File: src/sv/assert_macros.svh
// ----------------------------------------------------------------------------
// Assertion macros
// Shorthand for concurrent assertions clocked on clock, disabled in reset.
// ----------------------------------------------------------------------------
`ifndef ASSERT_MACROS_SVH
`define ASSERT_MACROS_SVH

// generic form: explicit clock and reset
`define ASSERT_ON(label, clk, rst, prop, msg) \
   label: assert property (@(posedge clk) disable iff (rst) prop) else $error(msg);

// house form: clock and reset of the enclosing module
`define ASSERT_CLK(label, prop, msg) `ASSERT_ON(label, clock, reset, prop, msg)

`endif

File: src/sv/dpfl_pkg.sv
`timescale 1ns / 1ps
// ----------------------------------------------------------------------------
// dpfl_pkg
// Widths, limits and controller/datapath handshake types for the lister.
// ----------------------------------------------------------------------------
package dpfl_pkg;

   localparam int VALUE_BITS   = 16;
   localparam int REST_BITS    = VALUE_BITS - 1;
   localparam int FACTOR_BITS  = 15;
   localparam int MAX_RESULTS  = 6;
   localparam int COUNT_BITS   = $clog2(MAX_RESULTS + 1);
   localparam int DIV_CNT_BITS = $clog2(REST_BITS + 1);
   localparam int SQ_BITS      = 2 * REST_BITS;

   typedef struct packed {
      logic load;       // new transaction: load value, reset trial divisor
      logic inc_d;      // move on to next candidate
      logic store_d;    // candidate is a factor: keep it, take quotient
      logic store_t;    // leftover cofactor is a factor: keep it
      logic load_quot;  // divide out once more
      logic div_start;  // launch divider on rest / d
   } dpfl_cmd_type;

   typedef struct packed {
      logic sq_le_rest; // d*d <= rest
      logic count_ok;   // fewer than MAX_RESULTS factors kept
      logic rest_gt1;   // rest > 1
      logic pend_valid; // a factor waits in the pending register
      logic div_done;   // divider finished this cycle
      logic rem_zero;   // remainder is zero
   } dpfl_status_type;

endpackage

File: src/sv/dpfl_req_if.sv
`timescale 1ns / 1ps
// ----------------------------------------------------------------------------
// dpfl_req_if
// Request channel: one signed value per transaction.
// ----------------------------------------------------------------------------
interface dpfl_req_if;
   import dpfl_pkg::*;

   logic                  valid;
   logic                  ready;
   logic [VALUE_BITS-1:0] value;

   modport source (output valid, output value, input ready);
   modport sink   (input valid, input value, output ready);
endinterface

File: src/sv/dpfl_rsp_if.sv
`timescale 1ns / 1ps
// ----------------------------------------------------------------------------
// dpfl_rsp_if
// Response channel: one prime factor per transaction, last marks the end.
// ----------------------------------------------------------------------------
interface dpfl_rsp_if;
   import dpfl_pkg::*;

   logic                   valid;
   logic                   ready;
   logic [FACTOR_BITS-1:0] factor;
   logic                   has_factor;
   logic                   last;

   modport source (output valid, output factor, output has_factor, output last, input ready);
   modport sink   (input valid, input factor, input has_factor, input last, output ready);
endinterface

File: src/sv/dpfl_div.sv
`timescale 1ns / 1ps
// ----------------------------------------------------------------------------
// dpfl_div
// Restoring divider, one quotient bit per cycle; done pulses when finished.
// ----------------------------------------------------------------------------
module dpfl_div import dpfl_pkg::*; (
   input  logic                 clock,
   input  logic                 reset,
   input  logic                 start,
   input  logic [REST_BITS-1:0] dividend,
   input  logic [REST_BITS-1:0] divisor,
   output logic [REST_BITS-1:0] quotient,
   output logic [REST_BITS-1:0] remainder,
   output logic                 done
);

   logic [REST_BITS-1:0]    rem_ff, rem_in;
   logic [REST_BITS-1:0]    quo_ff, quo_in;
   logic [REST_BITS-1:0]    dvs_ff, dvs_in;
   logic [DIV_CNT_BITS-1:0] cnt_ff, cnt_in;
   logic                    busy_ff, busy_in;
   logic                    done_ff, done_in;
   logic [REST_BITS:0]      shifted;
   logic [REST_BITS:0]      diff;

   assign shifted = {rem_ff, quo_ff[REST_BITS-1]};
   assign diff    = shifted - {1'b0, dvs_ff};

   always_comb begin
      rem_in  = rem_ff;
      quo_in  = quo_ff;
      dvs_in  = dvs_ff;
      cnt_in  = cnt_ff;
      busy_in = busy_ff;
      done_in = 1'b0;
      if (start) begin
         rem_in  = '0;
         quo_in  = dividend;
         dvs_in  = divisor;
         cnt_in  = DIV_CNT_BITS'(REST_BITS);
         busy_in = 1'b1;
      end else if (busy_ff) begin
         // negative trial difference: keep the shifted remainder
         rem_in = diff[REST_BITS] ? shifted[REST_BITS-1:0] : diff[REST_BITS-1:0];
         quo_in = {quo_ff[REST_BITS-2:0], ~diff[REST_BITS]};
         cnt_in = cnt_ff - 1'b1;
         if (cnt_ff == DIV_CNT_BITS'(1)) begin
            busy_in = 1'b0;
            done_in = 1'b1;
         end
      end
   end

   always_ff @(posedge clock) begin
      if (reset) begin
         busy_ff <= 1'b0;
         done_ff <= 1'b0;
         cnt_ff  <= '0;
      end else begin
         busy_ff <= busy_in;
         done_ff <= done_in;
         cnt_ff  <= cnt_in;
      end
      rem_ff <= rem_in;
      quo_ff <= quo_in;
      dvs_ff <= dvs_in;
   end

   assign quotient  = quo_ff;
   assign remainder = rem_ff;
   assign done      = done_ff;

endmodule

File: src/sv/dpfl_datapath.sv
`timescale 1ns / 1ps
// ----------------------------------------------------------------------------
// dpfl_datapath
// Remaining cofactor, trial divisor, factor count, pending factor, divider.
// ----------------------------------------------------------------------------
module dpfl_datapath import dpfl_pkg::*; (
   input  logic                   clock,
   input  logic                   reset,
   input  dpfl_cmd_type           cmd,
   input  logic [VALUE_BITS-1:0]  value,
   output dpfl_status_type        status,
   output logic [FACTOR_BITS-1:0] factor,
   output logic                   has_factor
);

   logic [REST_BITS-1:0]   rest_ff, rest_in;
   logic [REST_BITS-1:0]   d_ff, d_in;
   logic [COUNT_BITS-1:0]  count_ff, count_in;
   logic [FACTOR_BITS-1:0] pend_factor_ff, pend_factor_in;
   logic                   pend_valid_ff, pend_valid_in;
   logic [REST_BITS-1:0]   quotient;
   logic [REST_BITS-1:0]   remainder;
   logic                   div_done;
   logic [SQ_BITS-1:0]     d_sq;

   dpfl_div u_div (
      .clock     (clock),
      .reset     (reset),
      .start     (cmd.div_start),
      .dividend  (rest_ff),
      .divisor   (d_ff),
      .quotient  (quotient),
      .remainder (remainder),
      .done      (div_done)
   );

   assign d_sq = SQ_BITS'(d_ff) * SQ_BITS'(d_ff);

   always_comb begin
      rest_in        = rest_ff;
      d_in           = d_ff;
      count_in       = count_ff;
      pend_factor_in = pend_factor_ff;
      pend_valid_in  = pend_valid_ff;
      if (cmd.load) begin
         // negative values map to zero: nothing to list
         rest_in        = value[VALUE_BITS-1] ? '0 : value[REST_BITS-1:0];
         d_in           = REST_BITS'(2);
         count_in       = '0;
         pend_factor_in = '0;
         pend_valid_in  = 1'b0;
      end
      if (cmd.inc_d) begin
         d_in = d_ff + 1'b1;
      end
      if (cmd.store_d) begin
         pend_factor_in = FACTOR_BITS'(d_ff);
         pend_valid_in  = 1'b1;
         count_in       = count_ff + 1'b1;
         rest_in        = quotient;
      end
      if (cmd.store_t) begin
         pend_factor_in = FACTOR_BITS'(rest_ff);
         pend_valid_in  = 1'b1;
         count_in       = count_ff + 1'b1;
      end
      if (cmd.load_quot) begin
         rest_in = quotient;
      end
   end

   always_ff @(posedge clock) begin
      if (reset) begin
         pend_valid_ff <= 1'b0;
         count_ff      <= '0;
      end else begin
         pend_valid_ff <= pend_valid_in;
         count_ff      <= count_in;
      end
      rest_ff        <= rest_in;
      d_ff           <= d_in;
      pend_factor_ff <= pend_factor_in;
   end

   assign status.sq_le_rest = d_sq <= SQ_BITS'(rest_ff);
   assign status.count_ok   = count_ff < COUNT_BITS'(MAX_RESULTS);
   assign status.rest_gt1   = rest_ff > REST_BITS'(1);
   assign status.pend_valid = pend_valid_ff;
   assign status.div_done   = div_done;
   assign status.rem_zero   = remainder == '0;

   assign factor     = pend_factor_ff;
   assign has_factor = pend_valid_ff;

endmodule

File: src/sv/dpfl_ctrl.sv
`timescale 1ns / 1ps
// ----------------------------------------------------------------------------
// dpfl_ctrl
// Sequencer: trial loop, divide-out loop, and response transactions.
// ----------------------------------------------------------------------------
module dpfl_ctrl import dpfl_pkg::*; (
   input  logic            clock,
   input  logic            reset,
   input  logic            req_valid,
   output logic            req_ready,
   output logic            rsp_valid,
   input  logic            rsp_ready,
   output logic            rsp_last,
   input  dpfl_status_type status,
   output dpfl_cmd_type    cmd
);

   typedef enum logic [8:0] {
      S_IDLE      = 9'b000000001,
      S_TEST      = 9'b000000010,
      S_DIV       = 9'b000000100,
      S_SEND_D    = 9'b000001000,
      S_OUT_START = 9'b000010000,
      S_OUT_WAIT  = 9'b000100000,
      S_TAIL      = 9'b001000000,
      S_SEND_T    = 9'b010000000,
      S_FLUSH     = 9'b100000000
   } state_type;

   state_type state_ff, state_in;

   always_comb begin
      state_in = state_ff;
      cmd      = '0;
      case (state_ff)
         S_IDLE: begin
            if (req_valid) begin
               cmd.load = 1'b1;
               state_in = S_TEST;
            end
         end
         S_TEST: begin
            if (status.sq_le_rest && status.count_ok) begin
               cmd.div_start = 1'b1;
               state_in      = S_DIV;
            end else begin
               state_in = S_TAIL;
            end
         end
         S_DIV: begin
            if (status.div_done) begin
               if (!status.rem_zero) begin
                  cmd.inc_d = 1'b1;
                  state_in  = S_TEST;
               end else if (status.pend_valid) begin
                  // previous factor goes out first, now known not to be last
                  state_in = S_SEND_D;
               end else begin
                  cmd.store_d = 1'b1;
                  state_in    = S_OUT_START;
               end
            end
         end
         S_SEND_D: begin
            if (rsp_ready) begin
               cmd.store_d = 1'b1;
               state_in    = S_OUT_START;
            end
         end
         S_OUT_START: begin
            cmd.div_start = 1'b1;
            state_in      = S_OUT_WAIT;
         end
         S_OUT_WAIT: begin
            if (status.div_done) begin
               if (status.rem_zero) begin
                  cmd.load_quot = 1'b1;
                  state_in      = S_OUT_START;
               end else begin
                  cmd.inc_d = 1'b1;
                  state_in  = S_TEST;
               end
            end
         end
         S_TAIL: begin
            if (status.rest_gt1 && status.count_ok) begin
               if (status.pend_valid) begin
                  state_in = S_SEND_T;
               end else begin
                  cmd.store_t = 1'b1;
                  state_in    = S_FLUSH;
               end
            end else begin
               state_in = S_FLUSH;
            end
         end
         S_SEND_T: begin
            if (rsp_ready) begin
               cmd.store_t = 1'b1;
               state_in    = S_FLUSH;
            end
         end
         S_FLUSH: begin
            if (rsp_ready) begin
               state_in = S_IDLE;
            end
         end
         default: begin
            state_in = S_IDLE;
         end
      endcase
   end

   always_ff @(posedge clock) begin
      if (reset) begin
         state_ff <= S_IDLE;
      end else begin
         state_ff <= state_in;
      end
   end

   assign req_ready = state_ff == S_IDLE;
   assign rsp_valid = (state_ff == S_SEND_D) || (state_ff == S_SEND_T) ||
                      (state_ff == S_FLUSH);
   assign rsp_last  = state_ff == S_FLUSH;

endmodule

File: src/sv/distinct_prime_factor_lister.sv
`timescale 1ns / 1ps
// ----------------------------------------------------------------------------
// distinct_prime_factor_lister
// Lists the distinct prime factors of a signed 16-bit value, ascending.
// ----------------------------------------------------------------------------
// One value is taken at a time; the next request is accepted only after the
// final response (last high) has been taken. Values below two, negative ones
// included, give a single response with has_factor low and factor zero.
// Trial division runs over candidates d while d*d stays within the remaining
// cofactor, each found factor being divided out completely; what remains
// above one is the largest factor. Each trial or divide-out step runs in the
// shared bit-serial divider, one quotient bit per cycle.
// A factor is held back until the next one is found, so last is always known.
`include "assert_macros.svh"

module distinct_prime_factor_lister import dpfl_pkg::*; (
   input  logic              clock,
   input  logic              reset,
   dpfl_req_if.sink          req_ch,
   dpfl_rsp_if.source        rsp_ch
);

   dpfl_cmd_type    cmd;
   dpfl_status_type status;

   dpfl_ctrl u_ctrl (
      .clock     (clock),
      .reset     (reset),
      .req_valid (req_ch.valid),
      .req_ready (req_ch.ready),
      .rsp_valid (rsp_ch.valid),
      .rsp_ready (rsp_ch.ready),
      .rsp_last  (rsp_ch.last),
      .status    (status),
      .cmd       (cmd)
   );

   dpfl_datapath u_datapath (
      .clock      (clock),
      .reset      (reset),
      .cmd        (cmd),
      .value      (req_ch.value),
      .status     (status),
      .factor     (rsp_ch.factor),
      .has_factor (rsp_ch.has_factor)
   );

   `ASSERT_CLK(a_empty_is_last, rsp_ch.valid && !rsp_ch.has_factor |-> rsp_ch.last, "empty answer without last")
   `ASSERT_CLK(a_one_at_a_time, !(req_ch.ready && rsp_ch.valid), "request taken while responding")
   `ASSERT_CLK(a_busy_after_req, req_ch.valid && req_ch.ready |=> !req_ch.ready, "ready right after request")
   `ASSERT_CLK(a_factor_ge2, rsp_ch.valid && rsp_ch.has_factor |-> rsp_ch.factor > FACTOR_BITS'(1), "factor below two")

endmodule
File: src/flat_wrapper.sv
// flat-port wrapper written by rule: the top's interface ports become plain ports
module distinct_prime_factor_lister_flat import dpfl_pkg::*;
  (clock, reset, req_ch_valid, req_ch_value, req_ch_ready, rsp_ch_valid, rsp_ch_factor, rsp_ch_has_factor, rsp_ch_last, rsp_ch_ready);
  dpfl_req_if req_ch_i ();
  dpfl_rsp_if rsp_ch_i ();
  input  logic clock;
  input  logic reset;
  input wire logic [$bits(req_ch_i.valid)-1:0] req_ch_valid;
  input wire logic [$bits(req_ch_i.value)-1:0] req_ch_value;
  output wire logic [$bits(req_ch_i.ready)-1:0] req_ch_ready;
  output wire logic [$bits(rsp_ch_i.valid)-1:0] rsp_ch_valid;
  output wire logic [$bits(rsp_ch_i.factor)-1:0] rsp_ch_factor;
  output wire logic [$bits(rsp_ch_i.has_factor)-1:0] rsp_ch_has_factor;
  output wire logic [$bits(rsp_ch_i.last)-1:0] rsp_ch_last;
  input wire logic [$bits(rsp_ch_i.ready)-1:0] rsp_ch_ready;
  assign req_ch_i.valid = req_ch_valid;
  assign req_ch_i.value = req_ch_value;
  assign req_ch_ready = req_ch_i.ready;
  assign rsp_ch_valid = rsp_ch_i.valid;
  assign rsp_ch_factor = rsp_ch_i.factor;
  assign rsp_ch_has_factor = rsp_ch_i.has_factor;
  assign rsp_ch_last = rsp_ch_i.last;
  assign rsp_ch_i.ready = rsp_ch_ready;
  distinct_prime_factor_lister u_core (.clock(clock), .reset(reset), .req_ch(req_ch_i), .rsp_ch(rsp_ch_i));
endmodule
File: config.mk
export PLATFORM = sky130hd
export DESIGN_NAME = distinct_prime_factor_lister_flat
export DESIGN_NICKNAME = d
export VERILOG_FILES = /design/src/sv/dpfl_pkg.sv /design/src/sv/dpfl_req_if.sv /design/src/sv/dpfl_rsp_if.sv /design/src/sv/dpfl_div.sv /design/src/sv/dpfl_datapath.sv /design/src/sv/dpfl_ctrl.sv /design/src/sv/distinct_prime_factor_lister.sv /design/src/flat_wrapper.sv
export VERILOG_INCLUDE_DIRS = /design/src /design/src/sv
export SDC_FILE = /design/constraint.sdc
export NUM_CORES = 1
export LEC_CHECK = 0
export BUFFER_PORTS_ARGS = -buffer_cell sky130_fd_sc_hd__buf_4
export CORE_AREA = 2 2 229 231
export CTS_CLUSTER_DIAMETER = 100
export CTS_CLUSTER_SIZE = 24
export DETAILED_ROUTE_END_ITERATION = 7
export DIE_AREA = 0 0 231 233
export PLACE_DENSITY_LB_ADDON = 0.15
export SYNTH_ARGS = -nofsm -noshare
export SYNTH_HDL_FRONTEND = slang
export SYNTH_SLANG_ARGS = --single-unit
File: constraint.sdc
create_clock -name clock -period 20.7 [get_ports clock]
set_clock_uncertainty 0.05 [all_clocks]
set_input_delay 2.07 -clock clock [delete_from_list [all_inputs] [get_ports clock]]
set_output_delay 2.07 -clock clock [all_outputs]
set_load 0.02 [all_outputs]
==> results of run 1 <==
==> worst min-delay path: cells and delay by family, from the launching register on <==
| family | cells | cell delay (ns) |
|---|---|---|
| AND/OR/NAND/NOR | 2 | 0.14 |
| flip-flops | 1 | 0.34 |
==> placed cells by master (no fill, tap or decap), types with 6 or more instances in the layout <==
cell type    n
nand4_1     16
o211ai_1     6
mux2i_1     13
dfxtp_1     34
a21o_1      12
fa_1       142
a21oi_1     51
nor2_1      90
a22o_1      15
nand2_1    109
nand2b_1    19
edfxtp_1    75
or3_1        6
xnor2_1     36
buf_4       42
nor3_1      22
inv_1      258
and2_1      52
xor2_1      15
o21a_1      15
nor2b_1      7
a211oi_1    17
clkbuf_16    9
mux2_4      14
ha_1       124
nor4_1      15
nand3_1     20
o21ai_0     38
==> final cells by class <==
cell class	count	area, um2
Clock buffer	11	253
Inverter	259	972
Sequential cell	109	2930
Timing Repair Buffer	42	315
Fill cell	5518	37200
Multi-Input combinational cell	931	8530
Tap cell	680	851
Clock inverter	5	32.5
==> logic make-up (layout without fill, tap and decap cells) <==
group | Yosys count | after routing
adder cells (fa/ha/maj) | 266 | 266
flip-flops | 109 | 109
buffers and inverters | 315 | 317
multiplexers | 32 | 32
XOR/XNOR | 51 | 51
AO/OA/AOI/OAI | 200 | 200
AND/OR/NAND/NOR | 382 | 382
==> registers in the layout, summed over array words and instances, names as in the netlist, 3 cells and up <==
register,count
u_core.u_datapath.d_ff,15
u_core.u_datapath.factor,15
u_core.u_datapath.rest_ff,15
u_core.u_datapath.u_div.dvs_ff,15
u_core.u_datapath.u_div.quotient,15
u_core.u_datapath.u_div.remainder,15
u_core.u_ctrl.state_ff,9
u_core.u_datapath.u_div.cnt_ff,4
u_core.u_datapath.count_ff,3
==> final timing paths <==
kind | from | to | slack [ns] | depth (start not counted)
max | u_core.u_datapath.d_ff[9] | u_core.u_datapath.u_div.quotient[0] | 11.00 | 30
min | u_core.u_datapath.u_div.remainder[13] | u_core.u_datapath.u_div.remainder[13] | 0.48 | 2
max reg2reg | u_core.u_datapath.d_ff[9] | u_core.u_datapath.u_div.quotient[0] | 11.00 | 30
min reg2reg | u_core.u_datapath.u_div.remainder[13] | u_core.u_datapath.u_div.remainder[13] | 0.48 | 2
==> through the flow <==
step / instances / setup WS [ns] / utilization
after floorplan: 1355 / 12.57 / -
after global placement: 2021 / 11.19 / 0.266
after detailed placement: 2021 / 11.03 / 0.266
after CTS: 2037 / 10.99 / 0.272
after global routing: 2037 / 10.39 / 0.272
final: 2037 / 11.00 / 0.272
==> per-layer routing <==
layer	track usage	part of all wire	up-vias
met2	0.223	0.47	98
li1	-	-	4448
met4	0.0337	0.017	0
met1	0.186	0.49	4513
met5	0	0	-
met3	0.0132	0.020	24
==> cell usage after synthesis (all sizes together) (4+ instances only) <==
master,number,area share
and2,52,0.026
edfxtp,75,0.18
a21o,12,0.0071
a211oi,17,0.010
o31a,4,0.0028
mux2i,13,0.010
a31oi,4,0.0032
nand3b,5,0.0030
nor2,91,0.028
ha,124,0.12
o21ai,40,0.016
nor2b,7,0.0035
or3,6,0.0030
nand2b,19,0.0094
nand3,20,0.0079
xor2,15,0.010
nand2,109,0.032
xnor2,36,0.025
a22o,15,0.010
dfxtp,34,0.054
inv,259,0.077
o211ai,6,0.0036
o21a,15,0.0089
nand4,16,0.0079
o21bai,5,0.0030
and3,5,0.0025
or2,4,0.0020
mux2,19,0.021
clkbuf,43,0.013
fa,142,0.22
a21oi,51,0.020
nor4,16,0.0084
buf,13,0.0066
nor3,22,0.0087
==> results by group, run 1 <==
Run status
  • Outcome: completed

Yosys
  • Post-synthesis cell type count: 70
  • Post-synthesis mux area share: 0.0313
  • Post-synth net total: 1,641
  • Synth Area in Adders: 0.347
  • Post-synth top flop: edfxtp_1
  • Ys Warns: 0
  • Sequential area share after synthesis: 0.232
  • Post-synth EDFFs: 75
  • Ys async rst share: 0
  • Post-synthesis compound-gate area fraction: 0.110
  • Mean Syn Cell Area: 9.34 um2
  • Syn Inst Count: 1,355
  • Flops & latches, synth: ~110
  • Largest family of logic cells by synthesized area: adder cells
  • Post-Synth Simple-Gate Area: 0.148
  • Mapped cell area: around 13,000 um2
  • Synth Area in XOR/XNOR: 0.0353

Place
  • Hpwl dp: 27,200 um
  • Area after DPL: 13,600 um2
  • Routability cong.: 0.795
  • IO buf count: 38

GRT
  • Total GRT Usage: 0.134
  • Initial antenna violation count: 0
  • Global-route wire length before repair: between 50,000 and 60,000 um
  • Total congestion overflow: 0
  • Largest net degree at the start of global routing: 33
  • Vias in the first global route: just under 10,000

Critical path
  • Crit Path Max Fanout: 31
  • Buf/Inv on CP: 6
  • Worst setup SP type: flip-flop
  • Crit-path slowest cell: edfxtp_1
  • Dominant delay contributor by cell family on the critical path: adder cells
  • CP required: 20.75 ns
  • Worst EP arrival: between 9 and 10 ns
  • Critical path type: flip-flop to flip-flop
  • Max incr delay on CP: around 0.96 ns
  • Worst setup EP type: flip-flop

Floorplan
  • Num ports: 39
  • Die height: roughly 230 um
  • Rows: 83
  • Die width: approximately 230 um
  • Core area: 51,100 um2
  • Die Area: 53,800 um2
  • Starting Density: 0.248

Min path
  • Tightest Hold Check Type: flip-flop to flip-flop

Timing
  • Max Fclk: 103 MHz
  • Slew Limit Fails: 0
  • Min Tclk post-route: 9.70 ns
  • Final setup vio count: 0
  • WHS: between 0.4 and 0.5 ns
  • Max-slew headroom: 0.306
  • Slew @ Worst Pin: roughly 1.0 ns
  • Fin. Hold Viols: 0
  • Fin crit share: 0.469
  • RSZ-0062 raised after global routing: no
  • Setup TNS: 0 ns

Cells and area
  • Share of cells above drive strength 1: 0.0693
  • Layout area overhead: 9.72%
  • Antenna Cells: 0
  • Design area: 13,900 um2
  • NumNets Final: about 1,600

Route
  • Drt total wl: 34,500 um
  • Post-route DRC: 0
  • WL/cell: 16.9 um
  • Router iterations before antenna repair: 4
  • Vias/cell: ~4.5
  • Detailed Route Iter0 Violations: between 400 and 500
  • Post-route ant nets: 0
  • Via count of the routed design: 9,083

Job
  • # Max-Cap Violations: 0

Clock tree
  • CTS tree: done
  • Resize count post-CTS: 0
  • Hold-fix buffers, CTS: 0
  • Clock latency on the worst-skew pair: 0.37 ns
  • Setup Fix Bufs, Post-CTS: 0
  • Clk root buf: clkbuf_16
  • Sink Count: 109
  • TritonCTS Buffers: 9
  • Longest Clk Path Bufs: 2
  • Reg clk slew, reported paths: 0.08 ns
  • Htree depth: 3
Power of run 1 is left out: the tool's default activity adds up to more than one toggle a clock period on the data nets, which glitch-free logic cannot reach.
==> inputs of run 2 (changes only) <==
clock period = 9.9 ns   (was 20.7 ns; I/O delays follow)
==> run 2 against run 1 <==
  * Core utilization grew 0.21 points
  * Sequential share of layout area shrank 0.16 points
  * Maximum frequency grew 5.6%
  * Non-clock buffer count grew 9
  * Largest cell class unchanged
  * Register-to-register slack lost 10 ns
  * Wire length shrank 1.2%
  * Global-route usage shrank 0.094 points
  * Cell count grew 0.44%
  * Via count shrank 0.23%
  * Cell area grew 0.77%
  * Critical path depth shrank 2
  * First-iteration DRC count shrank 1.9%
==> results by group, run 2 (synthesized netlist as in run 1, its figures left out) <==
Run status
  • Outcome: completed

Clock tree
  • TritonCTS Buffers: 9 (unchanged)
  • Reg clk slew, reported paths: 0.08 ns (about the same)
  • Htree depth: 3 (unchanged)
  • Clk root buf: clkbuf_16
  • Hold-fix buffers, CTS: 0 (unchanged)
  • Clock latency on the worst-skew pair: 0.38 ns (about the same)
  • CTS tree: done
  • Sink Count: 109 (unchanged)
  • Setup Fix Bufs, Post-CTS: 0 (unchanged)
  • Longest Clk Path Bufs: 2 (unchanged)
  • Resize count post-CTS: 0 (unchanged)

Floorplan
  • Rows: 83 (unchanged)
  • Num ports: 39 (unchanged)
  • Die width: 231 um (unchanged)
  • Core area: 51,100 um2 (unchanged)
  • Die height: 233 um (unchanged)
  • Starting Density: 0.248 (unchanged)
  • Die Area: 53,800 um2 (unchanged)

Critical path
  • Max incr delay on CP: 0.90 ns (-0.06 ns)
  • Crit-path slowest cell: edfxtp_1
  • Worst setup SP type: flip-flop
  • Crit Path Max Fanout: 31 (unchanged)
  • Worst EP arrival: 9.23 ns (-0.52 ns)
  • Worst setup EP type: flip-flop
  • Critical path type: flip-flop to flip-flop
  • CP required: 9.93 ns (-10.82 ns)

Timing
  • Max Fclk: 109 MHz (+5.6%)
  • Fin. Hold Viols: 0 (unchanged)
  • Min Tclk post-route: 9.19 ns (-0.514 ns)
  • Slew Limit Fails: 0 (unchanged)
  • Slew @ Worst Pin: 1.03 ns (-0.00582 ns)
  • Final setup vio count: 0 (unchanged)
  • Max-slew headroom: 0.312 (+0.00597)
  • Fin crit share: 0.928 (+0.460)
  • RSZ-0062 raised after global routing: no
  • Setup TNS: 0 ns (unchanged)

Route
  • Detailed Route Iter0 Violations: 471 (-1.9%)
  • WL/cell: 16.7 um (-1.6%)
  • Via count of the routed design: 9,062 (-0.23%)
  • Post-route ant nets: 0 (unchanged)
  • Post-route DRC: 0 (unchanged)
  • Drt total wl: 34,100 um (-1.2%)
  • Router iterations before antenna repair: 4 (unchanged)
  • Vias/cell: 4.43 (-0.67%)

Cells and area
  • Share of cells above drive strength 1: 0.0754 (+0.00613)
  • Design area: 14,000 um2 (+0.77%)
  • Most common cell after layout, fill and taps aside: inv_1
  • Antenna Cells: 0 (unchanged)
  • NumNets Final: 1,647 (+0.55%)
  • Commonest cells after routing, fill and taps aside: inv_1, fa_1, ha_1
  • Layout area overhead: 10.6%

GRT
  • Total GRT Usage: 0.133 (-0.000944)
  • Global-route wire length before repair: 55,400 um (-0.33%)
  • Initial antenna violation count: 0 (unchanged)
  • Vias in the first global route: 9,702 (+0.031%)
  • Largest net degree at the start of global routing: 33 (unchanged)
  • Total congestion overflow: 0 (unchanged)

Place
  • Area after DPL: 13,700 um2 (+0.56%)
  • Hpwl dp: 27,500 um (+1.1%)
  • IO buf count: 38 (unchanged)
  • Routability cong.: 0.786 (-1.1%)

Min path
  • Tightest Hold Check Type: flip-flop to flip-flop

Job
  • # Max-Cap Violations: 0 (unchanged)
[run 2: layout make-up]
| class | count | area, um2 |
|---|---|---|
| clock inverters | 7 | 90.1 |
| multi-input cells | 931 | 8540 |
| clock buffers | 9 | 225 |
| flip-flops and latches | 109 | 2930 |
| inverters | 259 | 972 |
| repair buffers | 51 | 383 |
| fillers | 5510 | 37100 |
| well taps | 680 | 851 |
[run 2: final timing paths]
kind,from,endpoint,slack (ns),cells after the start
setup / recovery,u_core.u_datapath.d_ff[7],u_core.u_datapath.u_div.quotient[0],0.71,28
hold / removal,u_core.u_datapath.u_div.remainder[13],u_core.u_datapath.u_div.remainder[13],0.47,2
setup reg to reg,u_core.u_datapath.d_ff[7],u_core.u_datapath.u_div.quotient[0],0.71,28
hold reg to reg,u_core.u_datapath.u_div.remainder[13],u_core.u_datapath.u_div.remainder[13],0.47,2
[run 2: worst max-delay path: cells and delay by family, from the launching register on]
kind	cells	cell delay (ns)
AOI/OAI and AO/OA	8	2.17
xor gates and xnor gates	1	0.18
adders and majority gates	8	3.13
buffers and inverters	4	0.91
DFF	1	0.90
and+or+nand+nor	7	1.55
[run 2: per-layer routing]
layer / global-route usage / vias up / share of wire
li1: - / 4463 / -
met1: 0.188 / 4507 / 0.50
met2: 0.223 / 76 / 0.48
met3: 0.00968 / 16 / 0.014
met4: 0.0282 / 0 / 0.011
met5: 0 / - / 0
[run 2: stage by stage]
step | utilization | std cells | worst slack (ns) | hold slack (ns)
2_1_floorplan | - | 1355 | 1.77 | 0.374
3_5_place_dp | 0.268 | 2030 | 0.737 | 0.462
6_report | 0.274 | 2046 | 0.709 | 0.467
4_1_cts | 0.274 | 2046 | 0.676 | 0.473
5_1_grt | 0.274 | 2046 | 0.0517 | 0.510
3_3_place_gp | 0.268 | 2030 | 1.02 | 0.460
Power of run 2 is left out for the same reason.
==> inputs of run 3 (changes only) <==
CELL_PAD_IN_SITES_DETAIL_PLACEMENT = 0   (was unset)
CELL_PAD_IN_SITES_GLOBAL_PLACEMENT = 1   (was unset)
CORE_AREA = 2 2 233 235   (was 2 2 229 231)
DIE_AREA = 0 0 235 237   (was 0 0 231 233)
GPL_TIMING_DRIVEN = 1   (was unset)
SYNTH_HIERARCHICAL = 1   (was unset)
==> run 3 against run 2 <==
  * Global-route usage grew 0.79 points
  * Critical path type unchanged
  * Via count grew 9.4%
  * Cell count grew 5.2%
  * Wire length rose by 13%
  * Flip-flop and latch count unchanged
  * Register-to-register slack worse by 0.20 ns
  * Synthesized area grew 3.6%
  * Setup slack worse by 0.20 ns
  * Hold slack lost 0.024 ns
  * Die area rose by 3.5%
  * Maximum frequency down 2.2%
  * Highest routed layer unchanged
==> results by group, run 3 <==
Floorplan
  • Rows: 85 (+2.4%)
  • Die width: 235 um (+1.7%)
  • Core area: 53,300 um2 (+4.3%)
  • Die height: 237 um (+1.7%)
  • Num ports: 39 (unchanged)
  • Die Area: 55,700 um2 (+3.5%)
  • Starting Density: 0.246 (-0.00161)

Critical path
  • CP most frequent cell: inv_1
  • Crit Path Max Fanout: 15 (-52%)
  • Critical path type: flip-flop to flip-flop
  • FF-to-FF Start: u_core/u_datapath/d_ff[0]
  • Worst EP arrival: 9.46 ns (+0.23 ns)
  • Worst setup EP type: flip-flop
  • CP startpoint: u_core/u_datapath/d_ff[0]
  • Worst setup SP type: flip-flop
  • CP required: 9.96 ns (+0.03 ns)
  • Crit-path slowest cell: edfxtp_1
  • R2r worst-path depth: 32 (+14%)
  • Max incr delay on CP: 0.64 ns (-0.26 ns)

GRT
  • Vias in the first global route: 10,419 (+7.4%)
  • Total GRT Usage: 0.141 (+0.00794)
  • Largest net degree at the start of global routing: 44 (+33%)
  • Global-route wire length before repair: 61,400 um (+11%)
  • Total congestion overflow: 0 (unchanged)
  • Initial antenna violation count: 0 (unchanged)

Timing
  • Max-slew headroom: 0.298 (-0.0135)
  • Setup TNS: 0 ns (unchanged)
  • Max Fclk: 106 MHz (-2.2%)
  • Slew Limit Fails: 0 (unchanged)
  • Fin crit share: 0.949 (+0.0207)
  • RSZ-0062 raised after global routing: no
  • Final setup vio count: 0 (unchanged)
  • Fin. Hold Viols: 0 (unchanged)
  • Slew @ Worst Pin: 1.05 ns (+0.0146 ns)
  • Min Tclk post-route: 9.40 ns (+0.205 ns)

Clock tree
  • Sink Count: 109 (unchanged)
  • Clk root buf: clkbuf_16
  • CTS tree: done
  • TritonCTS Buffers: 9 (unchanged)
  • Setup Fix Bufs, Post-CTS: 0 (unchanged)
  • Resize count post-CTS: 0 (unchanged)
  • Longest Clk Path Bufs: 2 (unchanged)
  • Reg clk slew, reported paths: 0.08 ns (about the same)
  • Clock latency on the worst-skew pair: 0.36 ns (-0.02 ns)
  • Hold-fix buffers, CTS: 0 (unchanged)
  • Htree depth: 3 (unchanged)

Route
  • Post-route ant nets: 0 (unchanged)
  • Router iterations before antenna repair: 5 (+1)
  • Drt total wl: 38,700 um (+13%)
  • Detailed Route Iter0 Violations: 505 (+7.2%)
  • Post-route DRC: 0 (unchanged)
  • Vias/cell: 4.61 (+4.1%)
  • Via count of the routed design: 9,918 (+9.4%)
  • WL/cell: 18.0 um (+7.9%)

Cells and area
  • Antenna Cells: 0 (unchanged)
  • Layout area overhead: 10.0%
  • Share of cells above drive strength 1: 0.0859 (+0.0104)
  • NumNets Final: 1,736 (+5.4%)
  • Commonest cells after routing, fill and taps aside: inv_1, fa_1, nand2_1
  • Most common cell after layout, fill and taps aside: inv_1

Yosys
  • Largest family of logic cells by synthesized area: adder cells
  • Flops & latches, synth: 109 (unchanged)
  • Ys Warns: 6 (+6)
  • Post-synthesis compound-gate area fraction: 0.114 (+0.00352)
  • Sequential area share after synthesis: 0.224 (-0.00807)
  • Mapped cell area: 13,100 um2 (+3.6%)
  • Most frequent cell after synthesis: inv_1
  • Most instantiated cells after synthesis: inv_1, fa_1, nand2_1
  • Post-synth top flop: edfxtp_1
  • Area leader, netlist: fa_1
  • Post-Synth Simple-Gate Area: 0.184 (+0.0359)
  • Post-synthesis mux area share: 0.0176 (-0.0137)
  • Post-synthesis cell type count: 93 (+33%)
  • Syn Inst Count: 1,446 (+6.7%)
  • Ys async rst share: 0 (unchanged)
  • Post-synth net total: 1,731 (+5.5%)
  • Synth area leaders: fa_1, edfxtp_1, ha_1
  • Post-synth top area share: 0.217 (-0.00782)
  • Mean Syn Cell Area: 9.07 um2 (-2.9%)
  • Synth Area in Adders: 0.334 (-0.0130)
  • Synth Area in XOR/XNOR: 0.0300 (-0.00524)
  • Post-synth EDFFs: 75 (unchanged)

Min path
  • Tightest Hold Check Type: flip-flop to flip-flop
  • Worst Hold Launch: u_core/u_datapath/count_ff[0]
  • Hold depth: 1 (-1)

Job
  • # Max-Cap Violations: 0 (unchanged)

Place
  • Routability cong.: 0.810 (+3.0%)
  • Hpwl dp: 31,600 um (+15%)
  • IO buf count: 38 (unchanged)

Run status
  • Outcome: completed
-- run 3: cell types whose count changed in the layout (fill, tap and decap cells not counted), sizes merged, moves of 13 or more --
cell / change
nor2: -16
and2: +14
a311oi: +13
a22o: -14
nand2: +29
o21ai: +32
-- run 3: kinds of logic (layout without fill, tap and decap cells) --
family                     Yosys count  after routing
and+or+nand+nor                    464            464
buffers and inverters              321            331
adders and majority gates          265            265
AOI/OAI and AO/OA                  221            221
DFF                                109            109
xor gates and xnor gates            45             45
muxes                               21             21
-- run 3: path summary, 6_finish.rpt --
check,end,slack [ns]
setup reg to reg,u_core/u_datapath/u_div/quotient[12],0.50
hold / removal,u_core/u_datapath/count_ff[0],0.44
hold reg to reg,u_core/u_datapath/count_ff[0],0.44
setup / recovery,u_core/u_datapath/u_div/quotient[12],0.50
-- run 3: metal layers --
layer,global-route usage,part of all wire,up-vias,routed length (um)
met5,0,0,-,0
met4,0.0247,0.010,0,400
met3,0.00991,0.020,24,788
met2,0.247,0.50,131,19200
met1,0.193,0.47,4935,18300
li1,-,-,4828,-
-- run 3: worst max-delay path: cells and delay by family, from the launching register on --
family,cells,cell delay [ns]
AO/OA/AOI/OAI,5,1.64
XOR/XNOR,1,0.11
adder cells (fa/ha/maj),8,3.31
buffers and inverters,7,0.81
flip-flops,1,0.64
multiplexers,1,0.35
AND/OR/NAND/NOR,10,2.18
-- run 3: per-stage QoR --
stage | hold slack [ns] | instances | util | setup slack (ns) | area (um2)
finish | 0.443 | 2152 | 0.271 | 0.504 | 14400
floorplan | 0.374 | 1446 | - | 0.760 | 13100
detailed placement | 0.436 | 2136 | 0.265 | 0.610 | 14100
global route | 0.486 | 2152 | 0.271 | 0.0481 | 14400
global placement | 0.430 | 2136 | 0.265 | 0.909 | 14100
CTS | 0.448 | 2152 | 0.271 | 0.542 | 14400
-- run 3: cell type report --
| cell class | count | area [um2] |
|---|---|---|
| Fill cell | 5775 | 38900 |
| Multi-Input combinational cell | 1016 | 8920 |
| Sequential cell | 109 | 2930 |
| Inverter | 258 | 968 |
| Tap cell | 696 | 871 |
| Timing Repair Buffer | 57 | 440 |
| Clock buffer | 9 | 225 |
| Clock inverter | 7 | 72.6 |
Power of run 3 is left out for the same reason.
